--- src/rtl/pba_pkg.sv ---
`timescale 1ns / 1ps
// ---------------------------------------------------------------------------
// pba_pkg: shared definitions for the port bitmap allocator
// Sizes of the bitmap, field widths, reset values of the registers,
// request and status codes, and the structs passed to and from the word scanner.
// ---------------------------------------------------------------------------
package pba_pkg;

    // Field widths
    localparam int PORT_W   = 16;
    localparam int STATUS_W = 2;

    // Bitmap geometry (WORD_BITS is taken as a power of two)
    localparam int WORD_COUNT   = 2048;
    localparam int WORD_BITS    = 32;
    localparam int ADDR_W       = (WORD_COUNT > 1) ? $clog2(WORD_COUNT) : 1;
    localparam int BIT_W        = $clog2(WORD_BITS);
    localparam int BIT_CAPACITY = WORD_COUNT * WORD_BITS;
    localparam int CAP_W        = $clog2(BIT_CAPACITY + 1);
    // Width that holds any number, the capacity and an exclusive bound
    localparam int NUM_W        = (CAP_W > PORT_W + 1) ? CAP_W : PORT_W + 1;

    // Configuration port
    localparam int CFG_IDX_W  = 8;
    localparam int CFG_DATA_W = 16;

    localparam logic [PORT_W-1:0] RANGE_LO_RESET = PORT_W'(12000);
    localparam logic [PORT_W-1:0] RANGE_HI_RESET = PORT_W'(56000);

    // Register indexes
    localparam logic [CFG_IDX_W-1:0] REG_RANGE_LO = CFG_IDX_W'(0);
    localparam logic [CFG_IDX_W-1:0] REG_RANGE_HI = CFG_IDX_W'(1);

    // Request codes
    localparam logic REQ_RESERVE = 1'b0;
    localparam logic REQ_RELEASE = 1'b1;

    typedef enum logic [STATUS_W-1:0] {
        ST_OK           = 2'd0,
        ST_NO_FREE      = 2'd1,
        ST_NOT_RESERVED = 2'd2
    } t_status;

    // Window of one word that the scanner may hand out
    typedef struct packed {
        logic [BIT_W-1:0] lo_bit;
        logic [BIT_W-1:0] hi_bit;
        logic             use_lo;
        logic             use_hi;
    } t_scan_ctl;

    typedef struct packed {
        logic                 found;
        logic [BIT_W-1:0]     idx;
        logic [WORD_BITS-1:0] set_word;
    } t_scan_res;

endpackage

--- src/rtl/pba_word_scan.sv ---
`timescale 1ns / 1ps
// ---------------------------------------------------------------------------
// pba_word_scan: lowest free bit finder for one bitmap word
// Masks the word to the allowed window, finds the lowest clear bit in it
// and returns the word with that bit set.
// ---------------------------------------------------------------------------
module pba_word_scan (
    input  logic [pba_pkg::WORD_BITS-1:0] i_word,
    input  pba_pkg::t_scan_ctl            i_ctl,
    output pba_pkg::t_scan_res            o_res
);
    import pba_pkg::*;

    localparam logic [WORD_BITS-1:0] ALL_ONES = '1;

    logic [WORD_BITS-1:0] w_lo_mask;
    logic [WORD_BITS-1:0] w_hi_mask;
    logic [WORD_BITS-1:0] w_free;
    logic [BIT_W-1:0]     w_hi_shift;

    // Build the window mask
    assign w_hi_shift = BIT_W'(WORD_BITS - 1) - i_ctl.hi_bit;
    assign w_lo_mask  = i_ctl.use_lo ? (ALL_ONES << i_ctl.lo_bit) : ALL_ONES;
    assign w_hi_mask  = i_ctl.use_hi ? (ALL_ONES >> w_hi_shift) : ALL_ONES;
    assign w_free     = ~i_word & w_lo_mask & w_hi_mask;

    // Priority-encode the lowest free bit
    always_comb begin
        o_res.found = |w_free;
        o_res.idx   = '0;
        for (int i = WORD_BITS - 1; i >= 0; i--) begin
            if (w_free[i]) begin
                o_res.idx = BIT_W'(i);
            end
        end
        o_res.set_word = i_word | (WORD_BITS'(1) << o_res.idx);
    end

endmodule

--- config.mk ---
export PLATFORM = sky130hd
export DESIGN_NAME = pba_word_scan
export DESIGN_NICKNAME = d
export VERILOG_FILES = /design/src/rtl/pba_pkg.sv /design/src/rtl/pba_word_scan.sv
export SDC_FILE = /design/constraint.sdc
export NUM_CORES = 1
export LEC_CHECK = 0
export BUFFER_PORTS_ARGS = -buffer_cell sky130_fd_sc_hd__buf_2
export CORE_MARGIN = 3
export CORE_UTILIZATION = 45
export DETAILED_ROUTE_END_ITERATION = 7
export PLACE_DENSITY = 0.85
export SLEW_MARGIN = 10
export SYNTH_ARGS = -nofsm -noshare
export SYNTH_HDL_FRONTEND = slang
export SYNTH_SLANG_ARGS = --single-unit
--- constraint.sdc ---
create_clock -name vclk -period 12.6
set_input_delay 3.78 -clock vclk [all_inputs]
set_output_delay 3.78 -clock vclk [all_outputs]
set_load 0.05 [all_outputs]
* After elaboration in Yosys (flattened, before gate mapping)
Cells that the tools add are included. Widths: inputs -> output; s select.
Storage, ports and cells: flip-flop bits (word level) 0, input port bits 44, output and inout port bits 38, word-level logic and storage cells 43
Cells by class: $add $sub $neg 1, shift operators 3, muxes and demuxes 34, bitwise gates (word level) 4, reduce and logical (&&, ||, !) cells 1
Operators by type and width (count):
- $mux 5 | 32
- $and 32x32->32 | 2
- $mux 32 | 2
- $not 32->32 | 1
- $or 32x32->32 | 1
- $reduce_or 32->1 | 1
- $shl 1x5->32 const A | 1
- $shl 32x5->32 const A | 1
- $shr 32x5->32 const A | 1
- $sub 5x5->5 const A | 1

* Depth between registers and ports, before layout
word-level depth 38, mapped depth 11, gate-level depth less buffers 8

* Worst setup path after synthesis
No wires, ideal clock.
kind in2out, start input i_ctl[10] (netlist name), end output o_res[25] (netlist name), arrival 7.375 ns, data required time 8.820 ns, setup slack 1.445 ns, cell stages on the path 10, buffers on the path 3, path through buf_2 buf_2 or3_1 a221oi_2 a21oi_1 a311oi_1 o21a_2 inv_1 buf_2 o41ai_1
RTL lines:
- from (decl) | line pba_word_scan.sv:9 | input pba_pkg::t_scan_ctl i_ctl,
- to (decl) | line pba_word_scan.sv:10 | output pba_pkg::t_scan_res o_res

==> flow_summary.toml <==
[layout]
finish.utilization_pct = 55.5
final_nets = 394
fill_cells = 426
final_design_area_no_fill_um2 = 2280
layout_stage_area_growth_over_the_synthesis_result_pct = 15.8
design.seq.count = 0
multi_input_area_um2 = 1720
layout.cells.non_filler = 398
final-seq-area_um2 = 0
clockBufferCount = 0
drive_gt1_share_pct = 29.6
diodes = 0

[place]
final_estimated_routing_congestion_in_global_placement = 1.02
placement.cell_area_um2 = 2280
number_of_buffers_inserted_by_port_buffering = 82
dp_hpwl_um = 6150
dpl_worst_slack_ns = 1.89
place.detailed.instances = 398

[die]
rows = 23
die-area_um2 = 5210
die_width_um = 72.2
ios = 82
chipHeight_um = 72.2
core_area_um2 = 4120
initial_core_utilization_pct = 47.9

[worst_hold_path]
hp-start = "i_word[27]"
worst_hold_path.num_cells = 4
worst_min_delay_path_endpoint = "o_res[27]"
hold_path.class = "in2out"

[yosys]
yosys_warnings = 0
synth_largest_type_area_fraction_pct = 8.13
yosys-top-cells-count = "sky130_fd_sc_hd__nand2_1 (27), sky130_fd_sc_hd__inv_1 (23), sky130_fd_sc_hd__a21oi_1 (21)"
post_synth_instance_area_um2 = 1970
synth_nets = 339
yosysSeqAreaShare_pct = 0
synth.top_cells.by_area = "sky130_fd_sc_hd__a41o_1 (8.1%), sky130_fd_sc_hd__a21oi_1 (5.3%), sky130_fd_sc_hd__o41ai_1 (5.3%)"
number_of_unique_standard_cell_types_used_by_synthesis = 72
yosys.cell_count.top_type = "sky130_fd_sc_hd__nand2_1"
postSynthAreaPerCell_um2 = 6.68
post-synth-top-area-cell = "sky130_fd_sc_hd__a41o_1"
syn-instance-count = 295

[sta]
timing.final.max_slew_violations = 0
fin_hold_ws_ns = 7.98
fin_ws_ns = 1.71
finalHoldViolCount = 0
worst-slew-pin-transition_ns = 1.11
max_slew_margin_pct = 26.1
number_of_failing_setup_endpoints_in_the_final_timing_report = 0
rsz0062_at_grt = "false"
timing.final.crit_period_ns = 10.89
totalNegativeSetupSlack_ns = 0
post-route-period-util_pct = 86.4
fmax_mhz = 91.8

[worst_setup_path]
crit_path_cell_trace = "buf_2 -> nor2b_1 -> a2111oi_2 -> nor4_1 -> nand3_1 -> nor4_1 -> o21ai_0 -> o41ai_1 -> buf_2"
worstSetupEndpointType = "output port"
required_ns = 8.82
setup.worst_path.class = "in2out"
timing.critical_path.arrival_ns = 7.11
path_delay_family = "simple AND/OR/NAND/NOR gates"
worst-path-buf-inv = 2
critical-path-slowest-cell = "sky130_fd_sc_hd__nor4_1"
critPathMaxStageDelay_ns = 0.74
startpoint_type = "input pin"
cp_max_fo = 17

[routing]
detail_route.iter0.violations = 233
wl_per_cell_um = 19.9
route.vias.total = 2797
number_of_remaining_drc_errors = 0
drt_first_pass_iters = 5
antenna_left = 0
vias_per_inst = 7.03
routed_wirelength_um = 7920

[global_routing]
grt_antenna_before_repair = 0
grt.overflow.total = 0
first_global_vias = 2531
grt_max_degree = 31
grt_first_pass_wirelength_um = 12600
grt.total_usage_pct = 29.2

[clock_network]
post_cts_setup_repair_buffer_count = 0
cts_hold_buf = 0
post_cts_resize_count = 0

[power_and_ir_drop]
leakage_nw = 1.07
irDropWorstVdd_uv = 24.3
power.density_nw_per_um2 = 57.7
finalPower_uw = 132

[flow_run]
drv.max_cap_violation_count = 0

[run_status]
run_status = "finished clean"
## layer usage
metal  vias to the layer above  GRT usage, %  part of all wire [%]
met5                         -             0                     0
met4                         0          10.2                   3.8
met2                       154          49.3                    47
li1                       1298             -                     -
met1                      1318          39.4                    42
met3                        27          1.39                   7.0
## area by class of cell
type	count	share of cell area (%)
tap	50	2.74
timing repair buffer	82	18.0
multi-input combinational	242	75.3
inverter	24	3.95
## where the power goes
| group | total, mW | leakage [nW] | internal [mW] | switching [mW] |
|---|---|---|---|---|
| logic | 0.132 | 1.07 | 0.0364 | 0.0954 |
| registers | 0 | 0 | 0 | 0 |
| clock network | 0 | 0 | 0 | 0 |
## cells in the final DEF, fill, tap and decap left out, types with 2 or more instances in the layout
cell / synthesis / routed
sky130_fd_sc_hd__buf_2: 17 / 82
sky130_fd_sc_hd__nand2_1: 27 / 27
sky130_fd_sc_hd__inv_1: 23 / 23
sky130_fd_sc_hd__a21oi_1: 21 / 21
sky130_fd_sc_hd__nor2_1: 17 / 17
sky130_fd_sc_hd__a41o_1: 16 / 16
sky130_fd_sc_hd__o21ai_0: 14 / 14
sky130_fd_sc_hd__o41ai_1: 12 / 12
sky130_fd_sc_hd__a221oi_1: 8 / 8
sky130_fd_sc_hd__a21o_1: 7 / 7
sky130_fd_sc_hd__nand3_1: 7 / 7
sky130_fd_sc_hd__a211oi_1: 6 / 6
sky130_fd_sc_hd__o31ai_1: 6 / 6
sky130_fd_sc_hd__and2_1: 5 / 5
sky130_fd_sc_hd__a31oi_1: 5 / 5
sky130_fd_sc_hd__o211a_1: 5 / 5
sky130_fd_sc_hd__or3_1: 4 / 4
sky130_fd_sc_hd__or2_2: 4 / 4
sky130_fd_sc_hd__nand2b_1: 4 / 4
sky130_fd_sc_hd__nor3_1: 4 / 4
sky130_fd_sc_hd__and3_1: 3 / 3
sky130_fd_sc_hd__nand4_1: 3 / 3
sky130_fd_sc_hd__o211ai_1: 3 / 3
sky130_fd_sc_hd__nor4_1: 3 / 3
sky130_fd_sc_hd__o21a_1: 3 / 3
sky130_fd_sc_hd__a311oi_1: 3 / 3
sky130_fd_sc_hd__or2_1: 2 / 2
sky130_fd_sc_hd__a21boi_0: 2 / 2
sky130_fd_sc_hd__o31a_1: 2 / 2
sky130_fd_sc_hd__o2111ai_1: 2 / 2
sky130_fd_sc_hd__a211o_1: 2 / 2
sky130_fd_sc_hd__a22oi_1: 2 / 2
sky130_fd_sc_hd__a221oi_2: 2 / 2
sky130_fd_sc_hd__a41oi_1: 2 / 2
sky130_fd_sc_hd__a2111o_1: 2 / 2
sky130_fd_sc_hd__a221o_1: 2 / 2
sky130_fd_sc_hd__o41ai_2: 2 / 2
## how the worst max path moves through the flow
stage	to	cells after the start	slack [ns]	from
2_1_floorplan	o_res[25]	10	1.44	i_ctl[10]
5_1_grt	o_res[5]	9	1.47	i_ctl[0]
3_5_place_dp	o_res[5]	9	1.89	i_ctl[0]
6_report	o_res[5]	9	1.71	i_ctl[0]
4_1_cts	o_res[5]	9	1.89	i_ctl[0]
3_3_place_gp	o_res[11]	10	1.97	i_ctl[9]
## kinds of logic after synthesis
family                 count (synthesis)  share of synthesized area, %
AO/OA/AOI/OAI                        145                          60.4
AND/OR/NAND/NOR                       97                          26.8
buffers and inverters                 53                          12.8
Power figures use the tool's default switching activity.
